<file path="src/hv_contactor_precharge_sequencer_macros.svh">
// ----------------------------------------------------------------------------
// Assertion macros for the contactor precharge sequencer
// Concurrent checks that compile away when NO_ASSERTIONS is defined.
// ----------------------------------------------------------------------------
`ifndef HV_CONTACTOR_PRECHARGE_SEQUENCER_MACROS_SVH
`define HV_CONTACTOR_PRECHARGE_SEQUENCER_MACROS_SVH

`ifndef NO_ASSERTIONS
`define HVCPS_ASSERT_IMP(lbl, clk, rst_n, ante, cons) \
  lbl: assert property (@(posedge clk) disable iff (!rst_n) (ante) |-> (cons)) \
    else $error("hvcps: same-cycle check failed");
`define HVCPS_ASSERT_NXT(lbl, clk, rst_n, ante, cons) \
  lbl: assert property (@(posedge clk) disable iff (!rst_n) (ante) |=> (cons)) \
    else $error("hvcps: next-cycle check failed");
`else
`define HVCPS_ASSERT_IMP(lbl, clk, rst_n, ante, cons)
`define HVCPS_ASSERT_NXT(lbl, clk, rst_n, ante, cons)
`endif

`endif

</file>
<file path="src/hvcps_pkg.sv">
// ----------------------------------------------------------------------------
// Contactor precharge sequencer package
// Operation codes, result codes, failure bits and register indexes.
// ----------------------------------------------------------------------------
package hvcps_pkg;

  localparam int unsigned OP_W   = 3;
  localparam int unsigned KIND_W = 2;
  localparam int unsigned ST_W   = 2;
  localparam int unsigned TICK_W = 16;
  localparam int unsigned IDX_W  = 3;
  localparam int unsigned CFG_W  = 16;

  typedef logic [OP_W-1:0]   op_t;
  typedef logic [KIND_W-1:0] kind_t;
  typedef logic [ST_W-1:0]   status_t;
  typedef logic [TICK_W-1:0] tick_t;
  typedef logic [IDX_W-1:0]  cfg_idx_t;

  localparam op_t OP_TICK      = 3'd0;
  localparam op_t OP_PRECHARGE = 3'd1;
  localparam op_t OP_CLOSE     = 3'd2;
  localparam op_t OP_OPEN      = 3'd3;
  localparam op_t OP_DROP_PRE  = 3'd4;

  localparam kind_t KIND_PRECHARGE = 2'd0;
  localparam kind_t KIND_CLOSE     = 2'd1;
  localparam kind_t KIND_OPEN      = 2'd2;

  localparam status_t ST_OK    = 2'd0;
  localparam status_t ST_FAIL  = 2'd1;
  localparam status_t FAIL_POS = 2'h1;
  localparam status_t FAIL_NEG = 2'h2;

  localparam cfg_idx_t REG_CLOSE_WAIT = 3'd0;
  localparam cfg_idx_t REG_OPEN_WAIT  = 3'd1;
  localparam cfg_idx_t REG_PRE_WAIT   = 3'd2;
  localparam cfg_idx_t REG_CHK_RELAYS = 3'd3;
  localparam cfg_idx_t REG_CHK_BUS    = 3'd4;

  localparam tick_t CLOSE_WAIT_RST = 16'd500;
  localparam tick_t OPEN_WAIT_RST  = 16'd500;
  localparam tick_t PRE_WAIT_RST   = 16'd5000;

  typedef struct packed {
    logic    pos_drive;
    logic    neg_drive;
    logic    precharge_drive;
    logic    busy;
    logic    done;
    kind_t   done_kind;
    status_t status;
  } result_t;

endpackage

</file>
<file path="src/hv_contactor_precharge_sequencer.sv">
// ----------------------------------------------------------------------------
// HV contactor precharge sequencer
// Timed precharge, close-both and open-both sequences over three relay drives.
// ----------------------------------------------------------------------------
//  channel | direction | handshake          | payload
//  in_     | input     | in_valid/in_stall  | operation, feedbacks, bus flag
//  out_    | output    | out_valid/out_stall| drives, busy, done, kind, status
//  cfg_    | input     | cfg_wr_en          | cfg_index, cfg_data
//
//  One item a cycle while in_stall is low: the sequencer state and the
//  result register update at the edge that accepts an item.
//  in_stall is high only while a result waits and out_stall is high.
//  Synchronous active-low reset clears relay state and loads register defaults.
// ----------------------------------------------------------------------------
`include "hv_contactor_precharge_sequencer_macros.svh"

module hv_contactor_precharge_sequencer (
  input  logic                            clk,
  input  logic                            rst_n,
  input  logic                            cfg_wr_en,
  input  hvcps_pkg::cfg_idx_t             cfg_index,
  input  logic [hvcps_pkg::CFG_W-1:0]     cfg_data,
  input  logic                            in_valid,
  output logic                            in_stall,
  input  hvcps_pkg::op_t                  in_operation,
  input  logic                            in_pos_feedback,
  input  logic                            in_neg_feedback,
  input  logic                            in_bus_charged,
  output logic                            out_valid,
  input  logic                            out_stall,
  output logic                            out_pos_drive,
  output logic                            out_neg_drive,
  output logic                            out_precharge_drive,
  output logic                            out_busy_res,
  output logic                            out_done_res,
  output hvcps_pkg::kind_t                out_done_kind,
  output hvcps_pkg::status_t              out_status
);
  import hvcps_pkg::*;

  typedef enum logic [2:0] {
    PH_IDLE,
    PH_PC_NEG,
    PH_PC_PRE,
    PH_PC_POS,
    PH_CLOSE,
    PH_OPEN
  } phase_t;

  tick_t   close_wait_r, open_wait_r, pre_wait_r;
  logic    chk_relays_r, chk_bus_r;

  phase_t  phase_r, phase_nxt;
  tick_t   wait_r, wait_nxt;
  logic    pos_r, pos_nxt;
  logic    neg_r, neg_nxt;
  logic    pre_r, pre_nxt;

  logic    out_valid_r;
  result_t res_r, res_nxt;
  logic    accept;

  assign in_stall = out_valid_r & out_stall;
  assign accept   = in_valid & ~in_stall;

  always_ff @(posedge clk) begin
    if (!rst_n) begin
      close_wait_r <= CLOSE_WAIT_RST;
      open_wait_r  <= OPEN_WAIT_RST;
      pre_wait_r   <= PRE_WAIT_RST;
      chk_relays_r <= 1'b1;
      chk_bus_r    <= 1'b1;
    end else if (cfg_wr_en) begin
      case (cfg_index)
        REG_CLOSE_WAIT: close_wait_r <= cfg_data[TICK_W-1:0];
        REG_OPEN_WAIT:  open_wait_r  <= cfg_data[TICK_W-1:0];
        REG_PRE_WAIT:   pre_wait_r   <= cfg_data[TICK_W-1:0];
        REG_CHK_RELAYS: chk_relays_r <= cfg_data[0];
        REG_CHK_BUS:    chk_bus_r    <= cfg_data[0];
        default: ;
      endcase
    end
  end

  always_comb begin
    logic    done;
    kind_t   kind;
    status_t st;
    phase_nxt = phase_r;
    wait_nxt  = wait_r;
    pos_nxt   = pos_r;
    neg_nxt   = neg_r;
    pre_nxt   = pre_r;
    done      = 1'b0;
    kind      = KIND_PRECHARGE;
    st        = ST_OK;
    if (phase_r == PH_IDLE) begin
      case (in_operation)
        OP_PRECHARGE: begin
          neg_nxt   = 1'b1;
          wait_nxt  = close_wait_r;
          phase_nxt = PH_PC_NEG;
        end
        OP_CLOSE: begin
          pos_nxt   = 1'b1;
          neg_nxt   = 1'b1;
          wait_nxt  = close_wait_r;
          phase_nxt = PH_CLOSE;
        end
        OP_OPEN: begin
          pos_nxt   = 1'b0;
          neg_nxt   = 1'b0;
          wait_nxt  = open_wait_r;
          phase_nxt = PH_OPEN;
        end
        OP_DROP_PRE: pre_nxt = 1'b0;
        default: ;
      endcase
    end else if (wait_r != '0) begin
      wait_nxt = wait_r - tick_t'(1);
    end else begin
      case (phase_r)
        PH_PC_NEG: begin
          if (chk_relays_r && !in_neg_feedback) begin
            pos_nxt   = 1'b0;
            neg_nxt   = 1'b0;
            done      = 1'b1;
            st        = ST_FAIL;
            phase_nxt = PH_IDLE;
          end else begin
            pre_nxt   = 1'b1;
            wait_nxt  = pre_wait_r;
            phase_nxt = PH_PC_PRE;
          end
        end
        PH_PC_PRE: begin
          if (!chk_bus_r || in_bus_charged) begin
            pos_nxt   = 1'b1;
            wait_nxt  = close_wait_r;
            phase_nxt = PH_PC_POS;
          end else begin
            pre_nxt   = 1'b0;
            done      = 1'b1;
            st        = ST_FAIL;
            phase_nxt = PH_IDLE;
          end
        end
        PH_PC_POS: begin
          pre_nxt   = 1'b0;
          done      = 1'b1;
          phase_nxt = PH_IDLE;
        end
        PH_CLOSE: begin
          if (chk_relays_r) begin
            if (!in_pos_feedback) st = st | FAIL_POS;
            if (!in_neg_feedback) st = st | FAIL_NEG;
            if (st != ST_OK) begin
              pos_nxt = 1'b0;
              neg_nxt = 1'b0;
            end
          end
          done      = 1'b1;
          kind      = KIND_CLOSE;
          phase_nxt = PH_IDLE;
        end
        PH_OPEN: begin
          if (in_pos_feedback) st = st | FAIL_POS;
          if (in_neg_feedback) st = st | FAIL_NEG;
          pos_nxt   = 1'b0;
          neg_nxt   = 1'b0;
          done      = 1'b1;
          kind      = KIND_OPEN;
          phase_nxt = PH_IDLE;
        end
        default: phase_nxt = PH_IDLE;
      endcase
    end
    res_nxt.pos_drive       = pos_nxt;
    res_nxt.neg_drive       = neg_nxt;
    res_nxt.precharge_drive = pre_nxt;
    res_nxt.busy            = (phase_nxt != PH_IDLE);
    res_nxt.done            = done;
    res_nxt.done_kind       = done ? kind : KIND_PRECHARGE;
    res_nxt.status          = done ? st : ST_OK;
  end

  always_ff @(posedge clk) begin
    if (!rst_n) begin
      phase_r     <= PH_IDLE;
      wait_r      <= '0;
      pos_r       <= 1'b0;
      neg_r       <= 1'b0;
      pre_r       <= 1'b0;
      out_valid_r <= 1'b0;
    end else begin
      if (accept) begin
        phase_r <= phase_nxt;
        wait_r  <= wait_nxt;
        pos_r   <= pos_nxt;
        neg_r   <= neg_nxt;
        pre_r   <= pre_nxt;
      end
      if (accept) begin
        out_valid_r <= 1'b1;
      end else if (!out_stall) begin
        out_valid_r <= 1'b0;
      end
    end
  end

  always_ff @(posedge clk) begin
    if (accept) begin
      res_r <= res_nxt;
    end
  end

  assign out_valid           = out_valid_r;
  assign out_pos_drive       = res_r.pos_drive;
  assign out_neg_drive       = res_r.neg_drive;
  assign out_precharge_drive = res_r.precharge_drive;
  assign out_busy_res        = res_r.busy;
  assign out_done_res        = res_r.done;
  assign out_done_kind       = res_r.done_kind;
  assign out_status          = res_r.status;

  `HVCPS_ASSERT_IMP(a_done_not_busy, clk, rst_n, out_valid_r && res_r.done, !res_r.busy)
  `HVCPS_ASSERT_IMP(a_quiet_codes, clk, rst_n, out_valid_r && !res_r.done, (res_r.done_kind == KIND_PRECHARGE) && (res_r.status == ST_OK))
  `HVCPS_ASSERT_IMP(a_pos_needs_neg, clk, rst_n, out_valid_r && res_r.pos_drive, res_r.neg_drive)
  `HVCPS_ASSERT_NXT(a_wait_countdown, clk, rst_n, accept && (phase_r != PH_IDLE) && (wait_r != '0), (wait_r == $past(wait_r) - tick_t'(1)) && (phase_r == $past(phase_r)))

endmodule

</file>
<file path="config.mk">
export PLATFORM = sky130hd
export DESIGN_NAME = hv_contactor_precharge_sequencer
export DESIGN_NICKNAME = d
export VERILOG_FILES = /design/src/hvcps_pkg.sv /design/src/hv_contactor_precharge_sequencer.sv
export VERILOG_INCLUDE_DIRS = /design/src /design/src/src
export SDC_FILE = /design/constraint.sdc
export NUM_CORES = 1
export LEC_CHECK = 0
export BUFFER_PORTS_ARGS = -buffer_cell sky130_fd_sc_hd__buf_2
export CORE_MARGIN = 4
export CORE_UTILIZATION = 64
export DETAILED_ROUTE_END_ITERATION = 8
export GPL_TIMING_DRIVEN = 0
export PLACE_DENSITY_LB_ADDON = 0.25
export SYNTH_ARGS = -nofsm -noshare
export SYNTH_HDL_FRONTEND = slang
export SYNTH_SLANG_ARGS = --single-unit
</file>
<file path="constraint.sdc">
create_clock -name clk -period 6.3 [get_ports clk]
set_input_delay 1.89 -clock clk [delete_from_list [all_inputs] [get_ports clk]]
set_output_delay 1.89 -clock clk [all_outputs]
set_load 0.005 [all_outputs]
</file>
==> flow_metrics.py, run 1 <==
metrics = {
    "yosys": {
        "synthFlopType": "sky130_fd_sc_hd__dfxtp_1",
        "fraction_of_synthesized_cell_area_taken_by_the_top_area_cell_type_pct": 34.5,
        "synth_mux_area_share_pct": 1.92,
        "number_of_enable_flip_flop_cells_after_synthesis": 9,
        "post_synth_num_cell_types": 65,
        "synth.yosys.warnings": 0,
        "yosys.area_share.xor_xnor_pct": 1.65,
        "share_of_flip_flops_with_an_asynchronous_set_or_reset_pct": 0,
        "flop_and_latch_count_out_of_synthesis": 82,
        "synth_compound_area_share_pct": 19.8,
        "synth.yosys.seq_area_share_pct": 40.9,
        "synth_area_leader_cell": "sky130_fd_sc_hd__dfxtp_1",
        "netlist_area_mm2": 0.00424,
        "area_fraction_in_and_or_nand_and_nor_cells_after_synthesis_pct": 30.8,
        "synthesis.nets": 594,
        "synth_most_common_cell": "sky130_fd_sc_hd__nand2_1",
        "ys_top_cells_by_count": "sky130_fd_sc_hd__nand2_1, sky130_fd_sc_hd__dfxtp_1, sky130_fd_sc_hd__a21oi_1, sky130_fd_sc_hd__nand3_1, sky130_fd_sc_hd__nor2_1",
        "syn_inst": 562,
        "synth.avg_cell_area_um2": 7.54,
        "synth_fa_ha_area_share_pct": 0.590,
        "main_combinational_cell_family_by_area_after_synthesis": "simple AND/OR/NAND/NOR gates",
        "synth.top_cells.by_area": "sky130_fd_sc_hd__dfxtp_1, sky130_fd_sc_hd__nand2_1, sky130_fd_sc_hd__a21oi_1, sky130_fd_sc_hd__edfxtp_1, sky130_fd_sc_hd__nand3_1",
    },
    "power": {
        "pwr-share-seq_pct": 44.8,
        "power_switching_uw": 461,
        "vdd_drop_max_mv": 0.191,
        "power.leakage_nw": 1.86,
        "share_clk_of_total_power_pct": 29.2,
        "cell_pwr_density_mw_per_mm2": 274,
        "switching_share_pct": 35.6,
        "internal-power_uw": 834,
        "power.combinational.fraction_pct": 26.0,
    },
    "timing": {
        "final-max-slew-violation-count": 0,
        "finalSetupTns_ns": 0,
        "timing.clock.skew_ns": 0.0118,
        "timing.final.crit_share_pct": 67.5,
        "achievable-frequency_mhz": 235,
        "rsz0062_at_grt": "no",
        "tightestPinTransition_ns": 1.03,
        "timing.final.setup_violations": 0,
        "finalHoldViolCount": 0,
        "layout_min_cycle_time_ns": 4.25,
        "relSlewSlack_pct": 30.4,
    },
    "final_layout": {
        "fillerInstances": 508,
        "drive_gt1_share_pct": 12.9,
        "final_net_count": 645,
        "layout_area_overhead_pct": 11.6,
        "final_cells": 695,
        "num_antenna_cells": 0,
    },
    "routing": {
        "drcViolationCount": 0,
        "route.detailed.wl_per_inst_um": 18.0,
        "post_dr_vias_cell": 6.31,
        "route.vias.total": 4387,
        "drt-total-wl_um": 12500,
        "route.antenna.remaining_nets": 0,
        "detailedRoute.firstPassIterationCount": 6,
        "drt-initial-drc-count": 652,
    },
    "cts": {
        "clock_insertion_delay_worst_skew_ns": 0.37,
        "cts_post_setup_buffers_inserted": 0,
        "tritoncts_clock_tree": "done",
        "cts.hold.buffers_added": 0,
        "max-clock-path-buffers": 2,
        "numCtsBuffers": 9,
        "htree_levels": 3,
        "cts.sinks": 82,
        "cts_root_buf": "sky130_fd_sc_hd__clkbuf_8",
        "cts.repair.resized": 0,
        "clkSlewWorstSetupHoldPaths_ns": 0.10,
    },
    "floorplanning": {
        "die_w_um": 89.4,
        "std_cell_rows": 29,
        "ioPinCount": 41,
        "core_mm2": 0.00639,
        "floorplan.die_area_mm2": 0.00799,
        "floorplan.initialDensity_pct": 66.4,
        "fp.dieH_um": 89.4,
    },
    "setup_path": {
        "critical_path_class": "in -> reg",
        "timing.critical_path.from": "out_stall",
        "cp.arrival_ns": 4.55,
        "path_common_cell": "sky130_fd_sc_hd__clkbuf_1",
        "worst_r2r_startpoint": "out_valid",
        "crit_slowest_cell": "sky130_fd_sc_hd__a31oi_1",
        "crit_path_cell_trace": "buf_2 -> and2_1 -> nand2b_1 -> clkbuf_1 -> clkinv_1 -> o21ai_1 -> a31oi_1 -> clkbuf_1 -> nand3_1 -> o22ai_1",
        "timing.critical_path.required_ns": 6.60,
        "cp_max_fo": 17,
        "worst_path_largest_cell_delay_ns": 0.74,
        "crit_path_start_kind": "input pin",
        "endpoint_kind": "flop",
    },
    "place": {
        "dp.final_hpwl_um": 9070,
        "placement.io_buffers": 40,
        "gpl.final_weighted_congestion": 1.02,
        "placedCellCount": 679,
    },
    "global_route": {
        "grt_max_degree": 18,
        "grt_first_pass_wirelength_um": 20300,
        "antenna_found_initial": 0,
        "globalRouteTotalUtil_pct": 33.3,
        "grt_overflow_total": 0,
        "via_count_of_the_first_global_routing_pass": 4051,
    },
    "flow_run": {
        "drv.max_cap_violation_count": 0,
    },
    "min_path": {
        "hp-class": "reg -> reg",
        "hold_path_startpoint": "open_wait_r[14]",
    },
    "status": {
        "status": "finished clean",
    },
}
stage by stage:
stage               hold WS (ns)  util (%)  power, mW  area [um^2]  setup slack, ns
floorplan                  0.433         -      0.819         4240             2.36
global placement           0.440      71.0      0.907         4540             1.81
detailed placement         0.445      71.0      0.914         4540             1.80
CTS                        0.460      74.1       1.28         4730             2.14
global route               0.484      74.1       1.35         4730             1.91
finish                     0.460      74.1       1.29         4730             2.05
critical path, delay by kind of cell:
family / cells / cell delay, ns
buf+inv: 4 / 1.09
compound gates: 3 / 1.10
simple gates: 3 / 0.46
cell families after synthesis:
kind of cell / count (synthesis)
flops: 82
simple gates: 284
compound gates: 134
xor+xnor: 8
buf+inv: 44
fa+ha+maj: 2
mux: 8
sequential cells by signal, summed over array words and instances, names as in the netlist, 2 cells and up:
name           cells
close_wait_r      16
open_wait_r       16
out_done_kind      2
out_status         2
phase_r            3
pre_wait_r        16
wait_r            16
path summary, 6_finish.rpt:
kind	cells past startpoint	slack, ns	to
max reg2reg	9	3.36	wait_r[10]
min reg2reg	2	0.46	open_wait_r[14]
max	10	2.05	wait_r[10]
min	2	0.46	open_wait_r[14]
power by group through the flow:
stage	Combinational [mW]	Clock (mW)	Sequential [mW]
floorplan	0.235	0	0.584
finish	0.336	0.379	0.580
global route	0.366	0.402	0.583
global placement	0.318	0	0.589
CTS	0.327	0.378	0.579
detailed placement	0.324	0	0.591
cell usage in the layout, fill, tap and decap left out, drive strengths merged, types with 8 or more instances in the layout:
master / n
clkbuf: 40
o21ai: 24
nand2: 152
inv: 9
edfxtp: 9
buf: 47
nor2: 33
nand3: 45
dfxtp: 73
a31oi: 8
a21oi: 60
metal layers:
layer	vias to the layer above	routed length [um]	GRT usage, %
met5	-	0	0
met2	290	5460	51.0
met3	53	1450	8.29
li1	2054	-	-
met1	1990	5080	43.5
met4	0	511	17.2
cell type report:
| class | instances | area [um^2] | share of cell area (%) |
|---|---|---|---|
| Buffer | 38 | 163 | 3.44 |
| Clock buffer | 9 | 124 | 2.62 |
| Clock inverter | 7 | 70.1 | 1.48 |
| Inverter | 6 | 22.5 | 0.476 |
| Multi-Input combinational cell | 436 | 2320 | 49.1 |
| Sequential cell | 82 | 1730 | 36.6 |
| Tap cell | 77 | 96.3 | 2.04 |
| Timing Repair Buffer | 40 | 200 | 4.23 |
No activity file was read; power rests on OpenSTA's default activity.
==> run 2: changes to the inputs <==
--- a/config.mk
+++ b/config.mk
@@ -8,7 +8,7 @@
 export LEC_CHECK = 0
 export BUFFER_PORTS_ARGS = -buffer_cell sky130_fd_sc_hd__buf_2
 export CORE_MARGIN = 4
-export CORE_UTILIZATION = 64
+export CORE_UTILIZATION = 59
 export DETAILED_ROUTE_END_ITERATION = 8
 export GPL_TIMING_DRIVEN = 0
 export PLACE_DENSITY_LB_ADDON = 0.25
==> constraint.sdc (replaced) <==
create_clock -name clk -period 4.23 [get_ports clk]
set_input_delay 1.269 -clock clk [delete_from_list [all_inputs] [get_ports clk]]
set_output_delay 1.269 -clock clk [all_outputs]
set_load 0.005 [all_outputs]
==> run 2 against run 1 <==
- flip-flop and latch count unchanged
- count of clock-buffer cells in the layout unchanged
- critical path depth unchanged
- hold slack improved by 0.0020 ns
- power increased by 57%
- wire length decreased by 0.54%
- clock power increased by 76%
- first-iteration DRC count decreased by 17%
==> flow_metrics.py, run 2 (synthesized netlist as in run 1, its figures left out) <==
metrics = {
    "status": {
        "status": "finished clean",
    },
    "final_layout": {
        "final_area_mm2": 0.00479,
        "num_antenna_cells": 0,
        "commonest_cells_after_routing_fill_and_taps_aside": "sky130_fd_sc_hd__nand2_1, sky130_fd_sc_hd__dfxtp_1, sky130_fd_sc_hd__a21oi_1",
        "layout_area_overhead_pct": 13.0,
        "layout_commonest_cell": "sky130_fd_sc_hd__nand2_1",
        "final_cells": 714,
        "fillerInstances": 619,
        "drive_gt1_share_pct": 12.9,
        "final_net_count": 645,
    },
    "flow_run": {
        "drv.max_cap_violation_count": 0,
    },
    "global_route": {
        "grt_first_pass_wirelength_um": 19900,
        "antenna_found_initial": 0,
        "globalRouteTotalUtil_pct": 29.4,
        "grt_overflow_total": 0,
        "via_count_of_the_first_global_routing_pass": 3982,
        "grt_max_degree": 18,
    },
    "setup_path": {
        "crit_path_start_kind": "input pin",
        "path_common_cell": "sky130_fd_sc_hd__clkbuf_1",
        "crit_slowest_cell": "sky130_fd_sc_hd__a31oi_1",
        "critical_path_class": "in -> reg",
        "worst_path_largest_cell_delay_ns": 0.75,
        "cp_max_fo": 17,
        "worst_r2r_endpoint": "wait_r[3]",
        "worst_r2r_startpoint": "out_valid",
        "r2r.worst_path.cells": 9,
        "crit_path_cell_trace": "buf_2 -> and2_1 -> nand2b_1 -> clkbuf_1 -> clkinv_1 -> o21ai_1 -> a31oi_1 -> clkbuf_1 -> o21ai_0 -> a21oi_1",
        "endpoint_kind": "flop",
        "cp.arrival_ns": 3.93,
        "timing.critical_path.required_ns": 4.53,
        "timing.reg2reg.setup_slack_ns": 1.30,
    },
    "min_path": {
        "hold_path_startpoint": "open_wait_r[15]",
        "hp-class": "reg -> reg",
        "hold-path-endpoint": "open_wait_r[15]",
        "hold-path-cell-count": 2,
    },
    "floorplanning": {
        "die_w_um": 92.8,
        "fp.dieH_um": 92.8,
        "std_cell_rows": 30,
        "floorplan.initialDensity_pct": 61.7,
        "floorplan.die_area_mm2": 0.00861,
        "ioPinCount": 41,
        "core_mm2": 0.00687,
    },
    "power": {
        "power.leakage_nw": 1.88,
        "power.combinational.fraction_pct": 24.5,
        "cell_pwr_density_mw_per_mm2": 423,
        "p_total_mw": 2.03,
        "vdd_drop_max_mv": 0.259,
        "internal-power_mw": 1.36,
        "power_switching_uw": 671,
        "pwr-share-seq_pct": 42.6,
        "switching_share_pct": 33.1,
        "share_clk_of_total_power_pct": 32.9,
    },
    "place": {
        "gpl.final_weighted_congestion": 0.976,
        "placedCellCount": 698,
        "total_placed_instance_area_mm2": 0.00456,
        "placement.io_buffers": 40,
        "dp.final_hpwl_um": 9060,
    },
    "cts": {
        "cts.repair.resized": 0,
        "clkSlewWorstSetupHoldPaths_ns": 0.09,
        "clock_insertion_delay_worst_skew_ns": 0.37,
        "cts_post_setup_buffers_inserted": 0,
        "htree_levels": 3,
        "tritoncts_clock_tree": "done",
        "numCtsBuffers": 9,
        "cts.sinks": 82,
        "cts.hold.buffers_added": 0,
        "max-clock-path-buffers": 2,
        "cts_root_buf": "sky130_fd_sc_hd__clkbuf_8",
    },
    "timing": {
        "layout_min_cycle_time_ns": 3.63,
        "final-max-slew-violation-count": 0,
        "finalHoldViolCount": 0,
        "finalSetupTns_ns": 0,
        "timing.clock.skew_ns": 0.00952,
        "rsz0062_at_grt": "no",
        "relSlewSlack_pct": 30.3,
        "tightestPinTransition_ns": 1.03,
        "timing.final.crit_share_pct": 85.8,
        "timing.final.setup_violations": 0,
        "achievable-frequency_mhz": 275,
    },
    "routing": {
        "route.antenna.remaining_nets": 0,
        "post_dr_vias_cell": 6.12,
        "route.vias.total": 4369,
        "drcViolationCount": 0,
        "route.detailed.wl_per_inst_um": 17.4,
        "drt-total-wl_um": 12400,
        "detailedRoute.firstPassIterationCount": 5,
        "drt-initial-drc-count": 541,
    },
}
-- run 2: worst max path at each step --
stage / start / end / cells past startpoint
after floorplan: out_stall / wait_r[10] / 9
after global placement: out_stall / wait_r[14] / 11
after detailed placement: out_stall / wait_r[5] / 10
after CTS: out_stall / wait_r[10] / 10
after global routing: out_stall / wait_r[9] / 10
final: out_stall / wait_r[3] / 10
-- run 2: metrics by stage --
step	util (%)	worst slack, ns	hold slack (ns)
after floorplan	-	1.12	0.433
after global routing	69.7	0.467	0.483
after CTS	69.7	0.730	0.464
after detailed placement	66.4	0.353	0.452
final	69.7	0.600	0.462
after global placement	66.4	0.422	0.443
-- run 2: layout make-up --
cell class	count	area (um^2)	share of cell area, %
clock inverter	7	106	2.22
tap	96	120	2.51
timing repair buffer	40	200	4.18
buffer	38	163	3.40
multi-input combinational	436	2320	48.5
clock buffer	9	124	2.59
sequential	82	1730	36.2
inverter	6	22.5	0.470
-- run 2: power groups by stage --
stage	logic, mW	registers (mW)	clock network, mW
floorplan	0.350	0.870	0
finish	0.498	0.863	0.667
global placement	0.474	0.877	0
CTS	0.484	0.861	0.668
global route	0.542	0.867	0.699
detailed placement	0.481	0.879	0
-- run 2: critical path, delay by kind of cell --
| family | cells | cell delay, ns |
|---|---|---|
| buf+inv | 4 | 1.06 |
| simple gates | 2 | 0.30 |
| compound gates | 4 | 1.29 |
-- run 2: layer usage --
metal	vias up	GRT usage, %	wire length, um
li1	2059	-	-
met1	2037	40.3	5220
met2	233	45.8	5570
met3	40	5.12	1290
met4	0	12.2	357
met5	-	0	0
==> run 3: changes to the inputs <==
--- a/config.mk
+++ b/config.mk
@@ -6,9 +6,10 @@
 export SDC_FILE = /design/constraint.sdc
 export NUM_CORES = 1
 export LEC_CHECK = 0
+export ABC_AREA = 1
 export BUFFER_PORTS_ARGS = -buffer_cell sky130_fd_sc_hd__buf_2
 export CORE_MARGIN = 4
-export CORE_UTILIZATION = 59
+export CORE_UTILIZATION = 60
 export DETAILED_ROUTE_END_ITERATION = 8
 export GPL_TIMING_DRIVEN = 0
 export PLACE_DENSITY_LB_ADDON = 0.25
==> run 3 against run 2 <==
- first-iteration DRC count fell by 24%
- utilization fell by 1.0 points
- clock skew rose by 0.0098 ns
==> flow_metrics.py, run 3 <==
metrics = {
    "status": {
        "status": "finished clean",
    },
    "flow_run": {
        "drv.max_cap_violation_count": 0,
    },
    "cts": {
        "max-clock-path-buffers": 2,
        "htree_levels": 3,
        "cts.repair.resized": 0,
        "cts_root_buf": "sky130_fd_sc_hd__clkbuf_8",
        "tritoncts_clock_tree": "done",
        "clkSlewWorstSetupHoldPaths_ns": 0.09,
        "cts.hold.buffers_added": 0,
        "clock_insertion_delay_worst_skew_ns": 0.36,
        "numCtsBuffers": 9,
        "cts.sinks": 82,
        "cts_post_setup_buffers_inserted": 0,
    },
    "setup_path": {
        "endpoint_kind": "flop",
        "timing.critical_path.from": "out_stall",
        "path_common_cell": "sky130_fd_sc_hd__inv_2",
        "crit_path_cell_trace": "buf_2 -> nand2_1 -> inv_2 -> nor2_2 -> inv_2 -> a21oi_4 -> nand2_4 -> buf_6 -> a21oi_1 -> nor2_1",
        "worst_path_largest_cell_delay_ns": 0.56,
        "cp.arrival_ns": 3.17,
        "cp_max_fo": 15,
        "crit_slowest_cell": "sky130_fd_sc_hd__nor2_2",
        "worst_r2r_startpoint": "out_valid",
        "crit_path_start_kind": "input pin",
        "timing.critical_path.required_ns": 4.48,
        "critical_path_class": "in -> reg",
    },
    "final_layout": {
        "layout.core_utilization_pct": 68.7,
        "num_antenna_cells": 0,
        "commonest_cells_after_routing_fill_and_taps_aside": "sky130_fd_sc_hd__nand2_1, sky130_fd_sc_hd__nor2_1, sky130_fd_sc_hd__o21ai_0",
        "final_net_count": 765,
        "layout_commonest_cell": "sky130_fd_sc_hd__nand2_1",
        "layout_area_overhead_pct": 11.9,
        "fillerInstances": 650,
        "drive_gt1_share_pct": 12.5,
    },
    "yosys": {
        "flop_and_latch_count_out_of_synthesis": 82,
        "main_combinational_cell_family_by_area_after_synthesis": "simple AND/OR/NAND/NOR gates",
        "post_synth_num_cell_types": 35,
        "yosys.area_share.xor_xnor_pct": 0.791,
        "synth_fa_ha_area_share_pct": 0.565,
        "netlist_area_mm2": 0.00443,
        "syn_inst": 683,
        "fraction_of_synthesized_cell_area_taken_by_the_top_area_cell_type_pct": 33.0,
        "synth.avg_cell_area_um2": 6.48,
        "synthesis.nets": 715,
        "number_of_enable_flip_flop_cells_after_synthesis": 9,
        "synth.yosys.warnings": 0,
        "synth.top_cells.by_area": "sky130_fd_sc_hd__dfxtp_1, sky130_fd_sc_hd__nand2_1, sky130_fd_sc_hd__nor2_1, sky130_fd_sc_hd__o21ai_0, sky130_fd_sc_hd__edfxtp_1",
        "synthFlopType": "sky130_fd_sc_hd__dfxtp_1",
        "share_of_flip_flops_with_an_asynchronous_set_or_reset_pct": 0,
        "synth.yosys.seq_area_share_pct": 39.1,
        "synth_mux_area_share_pct": 0,
        "area_fraction_in_and_or_nand_and_nor_cells_after_synthesis_pct": 33.6,
        "ys_top_cells_by_count": "sky130_fd_sc_hd__nand2_1, sky130_fd_sc_hd__nor2_1, sky130_fd_sc_hd__o21ai_0, sky130_fd_sc_hd__dfxtp_1, sky130_fd_sc_hd__inv_1",
        "synth_most_common_cell": "sky130_fd_sc_hd__nand2_1",
        "synth_area_leader_cell": "sky130_fd_sc_hd__dfxtp_1",
        "synth_compound_area_share_pct": 17.1,
    },
    "power": {
        "internal-power_mw": 1.30,
        "vdd_drop_max_mv": 0.342,
        "switching_share_pct": 34.6,
        "pwr-share-seq_pct": 43.8,
        "power.combinational.fraction_pct": 25.9,
        "share_clk_of_total_power_pct": 30.3,
        "p_total_mw": 1.99,
        "power_switching_uw": 688,
        "power.leakage_nw": 2.35,
        "cell_pwr_density_mw_per_mm2": 402,
    },
    "min_path": {
        "hold_path_startpoint": "pre_wait_r[3]",
        "hp-class": "reg -> reg",
    },
    "global_route": {
        "grt_max_degree": 16,
        "globalRouteTotalUtil_pct": 28.5,
        "grt_first_pass_wirelength_um": 19900,
        "via_count_of_the_first_global_routing_pass": 4269,
        "grt_overflow_total": 0,
        "antenna_found_initial": 0,
    },
    "routing": {
        "route.vias.total": 4601,
        "route.antenna.remaining_nets": 0,
        "detailedRoute.firstPassIterationCount": 5,
        "route.detailed.wl_per_inst_um": 14.2,
        "post_dr_vias_cell": 5.50,
        "drt-initial-drc-count": 409,
        "drt-total-wl_um": 11900,
        "drcViolationCount": 0,
    },
    "timing": {
        "finalHoldViolCount": 0,
        "tightestPinTransition_ns": 0.746,
        "timing.final.crit_share_pct": 69.1,
        "finalSetupTns_ns": 0,
        "timing.clock.skew_ns": 0.0193,
        "timing.final.setup_violations": 0,
        "whs_ns": 0.480,
        "achievable-frequency_mhz": 342,
        "rsz0062_at_grt": "no",
        "final-max-slew-violation-count": 0,
        "relSlewSlack_pct": 50.2,
        "layout_min_cycle_time_ns": 2.92,
    },
    "floorplanning": {
        "ioPinCount": 41,
        "floorplan.die_area_mm2": 0.00882,
        "fp.dieH_um": 93.9,
        "die_w_um": 93.9,
        "std_cell_rows": 31,
        "floorplan.initialDensity_pct": 61.4,
        "core_mm2": 0.00721,
    },
    "place": {
        "gpl.final_weighted_congestion": 0.954,
        "dp.final_hpwl_um": 9130,
        "placement.io_buffers": 39,
    },
}
run 3: cell count changes in the layout (fill, tap and decap cells not counted), sizes merged, moves of 9 or more:
cell | previous run | this run
a21oi | 60 | 48
nand2 | 152 | 170
clkbuf | 40 | 25
inv | 9 | 70
nor2 | 33 | 129
o21ai | 24 | 75
o211ai | 2 | 11
run 3: per-stage QoR:
step	area (um^2)	std cells	worst slack [ns]
5_1_grt	4960	837	1.10
3_5_place_dp	4750	821	0.975
2_1_floorplan	4430	683	1.51
3_3_place_gp	4750	821	1.05
6_report	4960	837	1.31
4_1_cts	4960	837	1.34
run 3: layout make-up:
class / instances / area, um^2 / area share (%)
clock inverters: 6 / 72.6 / 1.46
repair buffers: 39 / 195 / 3.94
inverters: 69 / 259 / 5.22
clock buffers: 10 / 138 / 2.78
plain buffers: 27 / 130 / 2.62
well taps: 99 / 124 / 2.50
flip-flops and latches: 82 / 1730 / 34.9
multi-input cells: 505 / 2310 / 46.6
run 3: worst paths after layout:
kind / end / slack, ns / depth (start not counted)
hold / removal: pre_wait_r[3] / 0.48 / 2
setup / recovery: wait_r[6] / 1.31 / 10
hold reg to reg: pre_wait_r[3] / 0.48 / 2
setup reg to reg: wait_r[6] / 2.00 / 9
run 3: worst max-delay path: cells and delay by family:
| family | cells | cell delay, ns |
|---|---|---|
| AOI/OAI and AO/OA | 2 | 0.54 |
| buffers and inverters | 4 | 0.53 |
| and+or+nand+nor | 4 | 0.83 |
run 3: per-layer routing:
| metal | up-vias | wire [um] | track usage [%] |
|---|---|---|---|
| met4 | 0 | 228 | 9.63 |
| li1 | 2310 | - | - |
| met1 | 2079 | 5200 | 37.7 |
| met5 | - | 0 | 0 |
| met3 | 22 | 1070 | 6.01 |
| met2 | 190 | 5360 | 46.1 |
run 3: kinds of logic (layout without fill, tap and decap cells):
| group | after synthesis | count (layout) |
|---|---|---|
| fa+ha+maj | 2 | 2 |
| xor+xnor | 4 | 4 |
| buf+inv | 96 | 151 |
| compound gates | 141 | 141 |
| flops | 82 | 82 |
| simple gates | 358 | 358 |
run 3: power by group through the flow:
stage | Clock [mW] | Combinational [mW] | Sequential [mW]
6_report | 0.603 | 0.517 | 0.872
5_1_grt | 0.632 | 0.586 | 0.878
4_1_cts | 0.603 | 0.508 | 0.871
3_5_place_dp | 0 | 0.505 | 0.889
3_3_place_gp | 0 | 0.493 | 0.887
2_1_floorplan | 0 | 0.377 | 0.880
